==> src/qts_pkg.sv <==
// Shared constants and types for the two-stack queue.
package qts_pkg;

    // Default stack depth
    localparam int DEPTH_DEF = 8;

    // Word width of queued data
    localparam int DATA_W = 32;

    // Operation codes carried on the input tuser
    localparam logic OP_ENQ = 1'b0;
    localparam logic OP_DEQ = 1'b1;

    // Result status codes carried on the output tuser
    localparam logic [1:0] ST_OK        = 2'd0;
    localparam logic [1:0] ST_OVERFLOW  = 2'd1;
    localparam logic [1:0] ST_UNDERFLOW = 2'd2;

    // Per-cycle command to one stack
    typedef struct packed {
        logic push;
        logic pop;
    } t_stk_cmd;

endpackage

==> src/qts_stack.sv <==
// Bounded stack: word memory, fill count and the shared up/down count unit.
module qts_stack #(
    parameter int DEPTH = qts_pkg::DEPTH_DEF
) (
    input  logic                                i_clk,
    input  logic                                i_rst_n,
    input  qts_pkg::t_stk_cmd                   i_cmd,
    input  logic signed [qts_pkg::DATA_W-1:0]   i_wdata,
    output logic signed [qts_pkg::DATA_W-1:0]   o_rdata,
    output logic [$clog2(DEPTH+1)-1:0]          o_count
);

    localparam int CW = $clog2(DEPTH + 1);
    localparam int AW = $clog2(DEPTH);

    logic signed [qts_pkg::DATA_W-1:0] r_mem [DEPTH];
    logic signed [qts_pkg::DATA_W-1:0] r_rdata;
    logic [CW-1:0]                     r_count;
    logic [CW-1:0]                     n_count;
    logic [CW-1:0]                     w_step;
    logic [CW-1:0]                     w_sum;

    // One adder serves push (+1) and pop (-1)
    assign w_step  = i_cmd.pop ? {CW{1'b1}} : CW'(1);
    assign w_sum   = r_count + w_step;
    assign n_count = (i_cmd.push || i_cmd.pop) ? w_sum : r_count;

    always_ff @(posedge i_clk) begin
        if (!i_rst_n) begin
            r_count <= '0;
        end else begin
            r_count <= n_count;
        end
    end

    // Push writes at the count, pop reads the top word
    always_ff @(posedge i_clk) begin
        if (i_cmd.push) begin
            r_mem[r_count[AW-1:0]] <= i_wdata;
        end
        if (i_cmd.pop) begin
            r_rdata <= r_mem[w_sum[AW-1:0]];
        end
    end

    assign o_rdata = r_rdata;
    assign o_count = r_count;

endmodule

==> src/qts_ctrl.sv <==
// Sequencer: decodes operations, runs the stack-to-stack move, holds the result.
module qts_ctrl #(
    parameter int DEPTH = qts_pkg::DEPTH_DEF
) (
    input  logic                                i_clk,
    input  logic                                i_rst_n,
    input  logic                                i_valid,
    output logic                                o_ready,
    input  logic                                i_opcode,
    input  logic [$clog2(DEPTH+1)-1:0]          i_in_count,
    input  logic [$clog2(DEPTH+1)-1:0]          i_out_count,
    input  logic signed [qts_pkg::DATA_W-1:0]   i_out_rdata,
    output qts_pkg::t_stk_cmd                   o_in_cmd,
    output qts_pkg::t_stk_cmd                   o_out_cmd,
    output logic                                o_valid,
    input  logic                                i_ready,
    output logic signed [qts_pkg::DATA_W-1:0]   o_data,
    output logic [1:0]                          o_status
);

    localparam int CW = $clog2(DEPTH + 1);

    typedef enum logic [3:0] {
        S_IDLE = 4'b0001,
        S_MOVE = 4'b0010,
        S_POP  = 4'b0100,
        S_RESP = 4'b1000
    } t_state;

    t_state                            r_state, n_state;
    logic                              r_pend, n_pend;
    logic signed [qts_pkg::DATA_W-1:0] r_data, n_data;
    logic [1:0]                        r_status, n_status;
    logic                              w_acc;

    assign w_acc = i_valid && (r_state == S_IDLE);

    always_comb begin
        n_state   = r_state;
        n_pend    = r_pend;
        n_data    = r_data;
        n_status  = r_status;
        o_in_cmd  = '0;
        o_out_cmd = '0;
        case (r_state)
            S_IDLE: begin
                if (w_acc) begin
                    n_data = '0;
                    if (i_opcode == qts_pkg::OP_ENQ) begin
                        n_state = S_RESP;
                        if (i_in_count == CW'(DEPTH)) begin
                            n_status = qts_pkg::ST_OVERFLOW;
                        end else begin
                            o_in_cmd.push = 1'b1;
                            n_status      = qts_pkg::ST_OK;
                        end
                    end else if (i_out_count != '0) begin
                        o_out_cmd.pop = 1'b1;
                        n_state       = S_POP;
                    end else if (i_in_count != '0) begin
                        // start the move with the first read
                        o_in_cmd.pop = 1'b1;
                        n_pend       = 1'b1;
                        n_state      = S_MOVE;
                    end else begin
                        n_status = qts_pkg::ST_UNDERFLOW;
                        n_state  = S_RESP;
                    end
                end
            end
            S_MOVE: begin
                // write the word read last cycle, read the next one
                if (r_pend) begin
                    o_out_cmd.push = 1'b1;
                end
                if (i_in_count != '0) begin
                    o_in_cmd.pop = 1'b1;
                    n_pend       = 1'b1;
                end else begin
                    n_pend = 1'b0;
                    if (!r_pend) begin
                        o_out_cmd.pop = 1'b1;
                        n_state       = S_POP;
                    end
                end
            end
            S_POP: begin
                n_data   = i_out_rdata;
                n_status = qts_pkg::ST_OK;
                n_state  = S_RESP;
            end
            S_RESP: begin
                if (i_ready) begin
                    n_state = S_IDLE;
                end
            end
            default: begin
                n_state = S_IDLE;
            end
        endcase
    end

    always_ff @(posedge i_clk) begin
        if (!i_rst_n) begin
            r_state <= S_IDLE;
            r_pend  <= 1'b0;
        end else begin
            r_state <= n_state;
            r_pend  <= n_pend;
        end
    end

    always_ff @(posedge i_clk) begin
        r_data   <= n_data;
        r_status <= n_status;
    end

    assign o_ready  = (r_state == S_IDLE);
    assign o_valid  = (r_state == S_RESP);
    assign o_data   = r_data;
    assign o_status = r_status;

endmodule

==> src/queue_from_two_stacks.sv <==
// Top level of the first-in first-out queue built from two bounded stacks.
//
// The queue takes one operation per input transfer and returns exactly one
// result transfer for it. An enqueue (tuser 0) pushes tdata onto the input
// stack, or reports overflow when that stack already holds DEPTH words;
// words parked on the output stack do not add to that capacity. A dequeue
// (tuser 1) pops the output stack when it holds words, going through the
// pop state before the result state. When the output stack is empty, the
// sequencer first moves the whole input stack across one word per cycle,
// which reverses the order, and then pops. The move loop is bounded by the
// single read port of the input stack memory. A dequeue on an empty queue
// reports underflow with data 0. Each result then sits in an output
// register until taken; the block accepts the next operation once that
// result transfer has completed. Storage comes out of reset with zero fill
// counts and no memory clearing.
module queue_from_two_stacks #(
    parameter int DEPTH = qts_pkg::DEPTH_DEF
) (
    input  logic                                i_clk,
    input  logic                                i_rst_n,
    // operation input
    input  logic                                s_axis_tvalid,
    output logic                                s_axis_tready,
    input  logic signed [qts_pkg::DATA_W-1:0]   s_axis_tdata,  // [31:0] value
    input  logic                                s_axis_tuser,  // [0] opcode
    // result output
    output logic                                m_axis_tvalid,
    input  logic                                m_axis_tready,
    output logic signed [qts_pkg::DATA_W-1:0]   m_axis_tdata,  // [31:0] data
    output logic [1:0]                          m_axis_tuser   // [1:0] status
);

    localparam int CW = $clog2(DEPTH + 1);

    qts_pkg::t_stk_cmd                 w_in_cmd;
    qts_pkg::t_stk_cmd                 w_out_cmd;
    logic signed [qts_pkg::DATA_W-1:0] w_in_rdata;
    logic signed [qts_pkg::DATA_W-1:0] w_out_rdata;
    logic [CW-1:0]                     w_in_count;
    logic [CW-1:0]                     w_out_count;

    // Input stack: fed straight from the input transfer
    qts_stack #(
        .DEPTH (DEPTH)
    ) u_in_stack (
        .i_clk   (i_clk),
        .i_rst_n (i_rst_n),
        .i_cmd   (w_in_cmd),
        .i_wdata (s_axis_tdata),
        .o_rdata (w_in_rdata),
        .o_count (w_in_count)
    );

    // Output stack: fed from the input stack's read port during a move
    qts_stack #(
        .DEPTH (DEPTH)
    ) u_out_stack (
        .i_clk   (i_clk),
        .i_rst_n (i_rst_n),
        .i_cmd   (w_out_cmd),
        .i_wdata (w_in_rdata),
        .o_rdata (w_out_rdata),
        .o_count (w_out_count)
    );

    qts_ctrl #(
        .DEPTH (DEPTH)
    ) u_ctrl (
        .i_clk       (i_clk),
        .i_rst_n     (i_rst_n),
        .i_valid     (s_axis_tvalid),
        .o_ready     (s_axis_tready),
        .i_opcode    (s_axis_tuser),
        .i_in_count  (w_in_count),
        .i_out_count (w_out_count),
        .i_out_rdata (w_out_rdata),
        .o_in_cmd    (w_in_cmd),
        .o_out_cmd   (w_out_cmd),
        .o_valid     (m_axis_tvalid),
        .i_ready     (m_axis_tready),
        .o_data      (m_axis_tdata),
        .o_status    (m_axis_tuser)
    );

    // Never take a new operation while a result is still held
    a_no_accept_while_busy: assert property (@(posedge i_clk) disable iff (!i_rst_n)
        s_axis_tready |-> !m_axis_tvalid)
        else $error("input ready while a result is pending");

    // Fill counts stay within the stack depth
    a_count_bound: assert property (@(posedge i_clk) disable iff (!i_rst_n)
        (w_in_count <= CW'(DEPTH)) && (w_out_count <= CW'(DEPTH)))
        else $error("stack count beyond depth");

    // Error results carry zero data
    a_err_zero_data: assert property (@(posedge i_clk) disable iff (!i_rst_n)
        (m_axis_tvalid && (m_axis_tuser != qts_pkg::ST_OK)) |-> (m_axis_tdata == '0))
        else $error("error result with nonzero data");

    // Underflow only when both stacks are empty
    a_underflow_empty: assert property (@(posedge i_clk) disable iff (!i_rst_n)
        (m_axis_tvalid && (m_axis_tuser == qts_pkg::ST_UNDERFLOW))
            |-> ((w_in_count == '0) && (w_out_count == '0)))
        else $error("underflow reported with words stored");

    // A move never pushes and pops the same stack in one cycle
    a_stack_cmd_excl: assert property (@(posedge i_clk) disable iff (!i_rst_n)
        !(w_in_cmd.push && w_in_cmd.pop) && !(w_out_cmd.push && w_out_cmd.pop))
        else $error("stack pushed and popped together");

endmodule

==> config.mk <==
export PLATFORM = sky130hd
export DESIGN_NAME = queue_from_two_stacks
export DESIGN_NICKNAME = d
export VERILOG_FILES = /design/src/qts_pkg.sv /design/src/qts_stack.sv /design/src/qts_ctrl.sv /design/src/queue_from_two_stacks.sv
export SDC_FILE = /design/constraint.sdc
export NUM_CORES = 1
export LEC_CHECK = 0
export ABC_AREA = 1
export BUFFER_PORTS_ARGS = -buffer_cell sky130_fd_sc_hd__buf_2
export CAP_MARGIN = 25
export CORE_MARGIN = 5
export CORE_UTILIZATION = 60
export DETAILED_ROUTE_END_ITERATION = 12
export HOLD_SLACK_MARGIN = 0.05
export PLACE_DENSITY_LB_ADDON = 0.3
export SLEW_MARGIN = 20
export SYNTH_ARGS = -nofsm -noshare
export SYNTH_HDL_FRONTEND = slang
export SYNTH_SLANG_ARGS = --single-unit
==> constraint.sdc <==
create_clock -name i_clk -period 11.3 [get_ports i_clk]
set_clock_uncertainty 0.1 [all_clocks]
set_input_delay 1.13 -clock i_clk [delete_from_list [all_inputs] [get_ports i_clk]]
set_output_delay 1.13 -clock i_clk [all_outputs]
set_load 0.01 [all_outputs]
==> results of run 1 <==
-- tightest hold or removal path, stage by stage (launching register included) --
cell	delay, ps
dfxtp_1	300
inv_1	100
a31oi_1	90
-- through the flow --
stage,instances,utilization [%]
2_1_floorplan,1764,-
3_3_place_gp,2290,62.81
3_5_place_dp,2290,62.81
4_1_cts,2399,67.98
5_1_grt,2403,68.17
6_report,2403,68.17
-- Yosys cell counts --
library cell  count
dfxtp_1          13
a21oi_1          11
fa_1              2
nor2_8            1
nor3_1           11
buf_4            10
o32ai_1         128
xnor2_1           2
inv_1            52
nand4_1           3
ha_1              4
o21ai_1           3
nand3_1          10
nor2_2            4
a211oi_1          1
buf_6             1
inv_2             6
nor3_2            1
edfxtp_1        610
clkbuf_1         52
a31oi_1           1
nand2_4           1
nor2_4            1
buf_2            36
nand2_2           6
o21ai_0         130
nand3_2           4
nor2_1          438
nand2_1         220
buf_1             2
-- area by class of cell --
class / instances / share of cell area, %
Clock inverter: 38 / 1.796
Timing Repair Buffer: 105 / 2.445
Multi-Input combinational cell: 982 / 17.94
Clock buffer: 71 / 5.788
Inverter: 58 / 0.8149
Antenna cell: 1 / 0.009260
Sequential cell: 623 / 68.77
Tap cell: 525 / 2.431
-- worst max-delay path by stage --
stage / to / slack [ps]
final: u_out_stack.o_rdata[26] / 6970
after global routing: u_out_stack.o_rdata[12] / 6720
after CTS: u_in_stack.o_rdata[18] / 6620
after detailed placement: u_in_stack.o_rdata[29] / 6050
after global placement: u_in_stack.o_rdata[6] / 6170
after floorplan: u_in_stack.r_mem[5][0] / 6910
-- logic make-up after synthesis --
| group | synth area share (%) |
|---|---|
| compound gates | 7.739 |
| xor+xnor | 0.07307 |
| fa+ha+maj | 0.3757 |
| buf+inv | 2.865 |
| flops | 77.48 |
| simple gates | 11.46 |
-- flip-flops by register name, indices dropped and copies added (netlist names) --
| signal | cells |
|---|---|
| u_in_stack.r_mem | 256 |
| u_out_stack.r_mem | 256 |
| u_ctrl.o_data | 32 |
| u_in_stack.o_rdata | 32 |
| u_out_stack.o_rdata | 32 |
| u_ctrl.r_state | 4 |
| u_in_stack.o_count | 4 |
| u_out_stack.o_count | 4 |
| u_ctrl.o_status | 2 |
| u_ctrl.r_pend | 1 |
-- power breakdown --
group / internal [mW] / switching (mW)
clock: 1.25 / 0.809
sequential: 2.81 / 0.101
combinational: 0.500 / 1.01
total: 4.57 / 1.92
-- routing by layer --
metal	wire length, um	vias to the layer above	global-route usage (%)
met3	3527	98	3.991
met1	19550	6759	29.52
li1	-	6523	-
met4	1127	10	6.211
met2	23600	508	36.16
met5	57	-	0
==> metrics.csv, run 1 <==
stage,metric,value,unit
floorplan,die_height,209.9,um
sta,final_hold_viol_count,0,
placement,place_congestion,0.7461,
power,power,6.490,mW
sta,hold_ws,425.3,ps
layout,final_common_cell,edfxtp_1,
sta,tns,0,ps
grt,grt_pass1_vias,13600,
clock_tree,cts_buffers,58,
yosys,synthCells,1764,
worst_setup_path,critPathTopFamily,buffers and inverters,
yosys,yosys-top-cells-area,"edfxtp_1 76%, nor2_1 6.9%, o32ai_1 4.7%",
worst_setup_path,critPathSlowestCell,fa_4,
worst_hold_path,hp-start,u_ctrl.r_pend,
worst_setup_path,rr_worst_depth,12,
power,ir_drop,0.0001709,V
worst_hold_path,hold_path.class,reg -> reg,
worst_setup_path,r2r_slack,7050,ps
clock_tree,cts_tree,done,
grt,grt_overflow_total,0,
worst_hold_path,hold_depth,2,
layout,fill_cells,2669,
yosys,yosysTopAreaCell,edfxtp_1,
worst_setup_path,path_depth,12,
worst_setup_path,critical_path_required,11670,ps
route,drtAntennaViolNets,0,
clock_tree,clkLatencyLatePin,610,ps
worst_setup_path,cp.arrival,4690,ps
placement,hpwlAfterDp,24850,um
layout,area_growth_syn_to_layout,12.71,%
run,maxCapViolCount,0,
yosys,synth_cell_types,30,
placement,numPortBuffers,72,
route,wl_per_cell,19.92,um
worst_setup_path,crit_start,s_axis_tvalid,
route,drt_iter0_markers,1160,
placement,placed_area,24900,um2
worst_setup_path,r2r-start,u_in_stack.o_count[1],
sta,post-route-min-period,4329,ps
layout,final_nets,1871,
worst_setup_path,crit_fanout,95,
worst_setup_path,r2r-end,u_out_stack.o_rdata[26],
clock_tree,numClockSinks,623,
route,viasPerCell,5.784,
clock_tree,cts_resized,0,
sta,drv_slew,0,
clock_tree,cts_setup_buffers,0,
route,drt_pass1_iterations,5,
yosys,synth_top_area_share,76.40,%
floorplan,core,39640,um2
power,leakagePower,9.379,nW
worst_setup_path,max_stage_delay,1170,ps
sta,timing.slew.headroom,27.72,%
yosys,yosysWarnings,0,
floorplan,rows,73,
sta,setup_ws,6971,ps
layout,finish.instance_area,27020,um2
worst_setup_path,start_kind,input pin,
layout,seq_area,18590,um2
route,vias,13900,
grt,grt_pass1_wl,74670,um
floorplan,die_area,44060,um2
sta,rsz0062_at_grt,no,
grt,grt_max_degree,113,
outcome,outcome,completed,
grt,grt_usage,21.57,%
sta,setup_viol,0,
floorplan,start_util,60.49,%
layout,drive_gt1_share,12.68,%
worst_hold_path,hold_path_end,u_ctrl.r_pend,
placement,pre_cts_ws,6053,ps
clock_tree,hold_buffers,0,
sta,worstMarginPinSlew,1084,ps
yosys,ys_seq_elements,623,
yosys,syn-num-nets,1807,
power,powerDensity,240.2,nW/um2
floorplan,ios,73,
grt,antenna_found_initial,6,
route,drc,0,
worst_setup_path,path_class,in -> reg,
clock_tree,cts_buffer_depth,3,
worst_setup_path,critPathBufInv,4,
route,wirelength,47870,um
sta,period_share,38.31,%
yosys,ys_seq_area_share,77.48,%
clock_tree,root_buffer,clkbuf_16,
yosys,syn_area,23980,um2
worst_setup_path,critical_path.cell_chain,buf_2 > inv_1 > nor2_8 > nand3_1 > nand2_2 > buf_4 > fa_4 > buf_4 > o21ai_0 > o32ai_1 > nand2_1 > nand2_1,
clock_tree,htree_levels,2,
layout,final_cell_mix,"610 x edfxtp_1, 432 x nor2_1, 220 x nand2_1, 129 x o21ai_0, 128 x o32ai_1",
worst_setup_path,end_kind,flop,
sta,max_freq,231.0,MHz
yosys,syn_area_per_cell,13.59,um2
floorplan,fp.dieW,209.9,um
clock_tree,clk_pin_slew,60,ps
layout,multi_input_area,4848,um2
Power figures use the tool's default switching activity.
==> inputs of run 2 (changes only) <==
- ABC_AREA: 1 -> 0
- clock period: 11.3 -> 4.35 ns (I/O delays scaled with it)
==> metrics.csv, run 2 <==
stage,metric,value,unit
outcome,outcome,completed,
route,viasPerCell,5.995,
route,drc,0,
yosys,synthSimpleGateAreaFrac,2.493,%
clock_tree,htree_levels,2,
power,ir_drop,0.0003541,V
yosys,synth_cell_types,46,
sta,drv_slew,0,
yosys,yosysMostFrequentCell,edfxtp_1,
yosys,synth-edff-count,610,
yosys,syn_area,23330,um2
grt,grt_max_degree,66,
floorplan,die_area,42930,um2
yosys,yosysTopAreaCell,edfxtp_1,
yosys,synth_compound_area_share,0.9706,%
layout,multi_input_area,4717,um2
sta,tns,0,ps
yosys,ys_seq_area_share,79.62,%
worst_setup_path,max_stage_delay,610,ps
yosys,synth_xor_xnor_area_share,0.07507,%
route,drt_pass1_iterations,5,
layout,final_common_cell,edfxtp_1,
yosys,synth_common_cells,"610 x edfxtp_1, 128 x mux4_2, 64 x mux2_2",
route,drt_iter0_markers,837,
yosys,synthFlopType,edfxtp_1,
sta,rsz0062_at_grt,no,
yosys,ys_seq_elements,623,
sta,final_hold_viol_count,0,
route,wirelength,42060,um
worst_setup_path,crit_fanout,65,
yosys,yosys-top-cells-area,"edfxtp_1 79%, mux4_2 12%, mux2_2 3.1%",
worst_hold_path,hold_path.class,in -> reg,
worst_setup_path,critical_path.cell_chain,o41ai_1 > nor3_1 > or2_2 > fa_2 > buf_12 > mux4_2 > mux2_2,
sta,max_freq,273.1,MHz
grt,grt_usage,19.82,%
power,power,13.45,mW
placement,hpwlAfterDp,21940,um
clock_tree,clk_pin_slew,60,ps
clock_tree,cts_tree,done,
clock_tree,cts_setup_buffers,0,
yosys,synth_top_area_share,78.50,%
worst_setup_path,path_class,reg -> reg,
yosys,synthCells,1007,
grt,grt_pass1_wl,65080,um
layout,final_cell_mix,"610 x edfxtp_1, 128 x mux4_2, 72 x buf_2, 64 x mux2_2, 61 x clkbuf_16",
yosys,async_flop_share,0,%
worst_setup_path,end_kind,flop,
clock_tree,root_buffer,clkbuf_16,
route,wl_per_cell,24.37,um
yosys,syn_area_per_cell,23.17,um2
worst_setup_path,start_kind,flop,
sta,post-route-min-period,3661,ps
grt,antenna_found_initial,2,
layout,area_growth_syn_to_layout,15.20,%
worst_setup_path,critPathSlowestCell,fa_2,
clock_tree,cts_buffers,59,
yosys,muxShareOfSynthArea,15.57,%
worst_setup_path,critical_path_required,4590,ps
route,vias,10350,
yosys,yosysWarnings,0,
route,drtAntennaViolNets,0,
sta,period_share,84.16,%
floorplan,core,38560,um2
clock_tree,clkLatencyLatePin,590,ps
run,maxCapViolCount,0,
sta,setup_viol,0,
layout,final_nets,1202,
grt,grt_overflow_total,0,
grt,grt_pass1_vias,10710,
clock_tree,numClockSinks,623,
placement,numPortBuffers,72,
placement,place_congestion,0.7480,
floorplan,rows,72,
placement,pre_cts_ws,720.5,ps
worst_setup_path,critPathTopFamily,multiplexers,
clock_tree,cts_buffer_depth,3,
layout,seq_area,18590,um2
layout,drive_gt1_share,34.00,%
yosys,synth_top_family_by_area,multiplexers,
floorplan,ios,73,
sta,worstMarginPinSlew,946.7,ps
layout,finish.instance_area,26880,um2
floorplan,fp.dieW,207.2,um
worst_setup_path,cp.arrival,3910,ps
power,powerDensity,500.5,nW/um2
worst_setup_path,critPathBufInv,1,
layout,fill_cells,2353,
sta,setup_ws,688.9,ps
yosys,syn-num-nets,1050,
floorplan,die_height,207.2,um
sta,timing.slew.headroom,36.89,%
power,leakagePower,8.451,nW
placement,placed_area,24600,um2
floorplan,start_util,60.52,%
yosys,synth_fa_ha_area_share,0.3861,%
==> run 2: area by class of cell <==
| cell class | count | share of cell area [%] |
|---|---|---|
| well taps | 518 | 2.411 |
| repair buffers | 137 | 3.612 |
| flip-flops and latches | 623 | 69.14 |
| diodes | 2 | 0.01862 |
| inverters | 3 | 0.06051 |
| clock inverters | 36 | 1.378 |
| clock buffers | 72 | 5.832 |
| multi-input cells | 335 | 17.55 |
==> run 2: worst min-delay path, cell delays in order <==
cell and delay, ps:
buf_2 170, nand2_1 90, mux2i_1 60
==> run 2: timing repair <==
action / CTS / global route
endpoints found under the hold margin: 257 / 0
gates resized for setup: 0 / 0
hold buffers: 34 / 0
==> run 2: path summary, 6_finish.rpt <==
kind / start / endpoint / slack [ps] / cells past startpoint
max: u_out_stack.o_count[1] / u_out_stack.o_rdata[3] / 690 / 7
min: i_rst_n / u_in_stack.o_count[0] / 100 / 3
max reg2reg: u_out_stack.o_count[1] / u_out_stack.o_rdata[3] / 690 / 7
min reg2reg: u_out_stack.o_rdata[20] / u_ctrl.o_data[20] / 420 / 1
==> run 2: power by group <==
part,switching (mW),leakage (nW),internal [mW]
Sequential,0.0762,5.62,6.82
Clock,2.07,0.952,3.02
Combinational,0.735,1.87,0.733
Total,2.88,8.45,10.6
==> run 2: layer usage <==
| layer | GRT usage [%] | share of wire [%] | up-vias |
|---|---|---|---|
| li1 | - | - | 4524 |
| met3 | 3.041 | 5.5 | 60 |
| met4 | 5.335 | 1.9 | 0 |
| met5 | 0 | 0 | - |
| met2 | 32.99 | 51 | 325 |
| met1 | 28.23 | 42 | 5438 |
==> run 2: logic make-up (layout without fill, tap and decap cells) <==
group	Yosys count	in the layout
XOR/XNOR	2	2
AND/OR/NAND/NOR	103	103
flip-flops	623	623
multiplexers	195	195
other	0	2
buffers and inverters	49	248
AO/OA/AOI/OAI	29	29
adder cells (fa/ha/maj)	6	6
==> run 2: stage by stage <==
step                cells  hold slack, ps  utilization, %
floorplan            1007           396.7               -
global placement     1582           401.8           63.79
detailed placement   1582           403.3           63.79
CTS                  1724           61.16           69.70
global route         1726           102.7           69.72
finish               1726           95.82           69.72
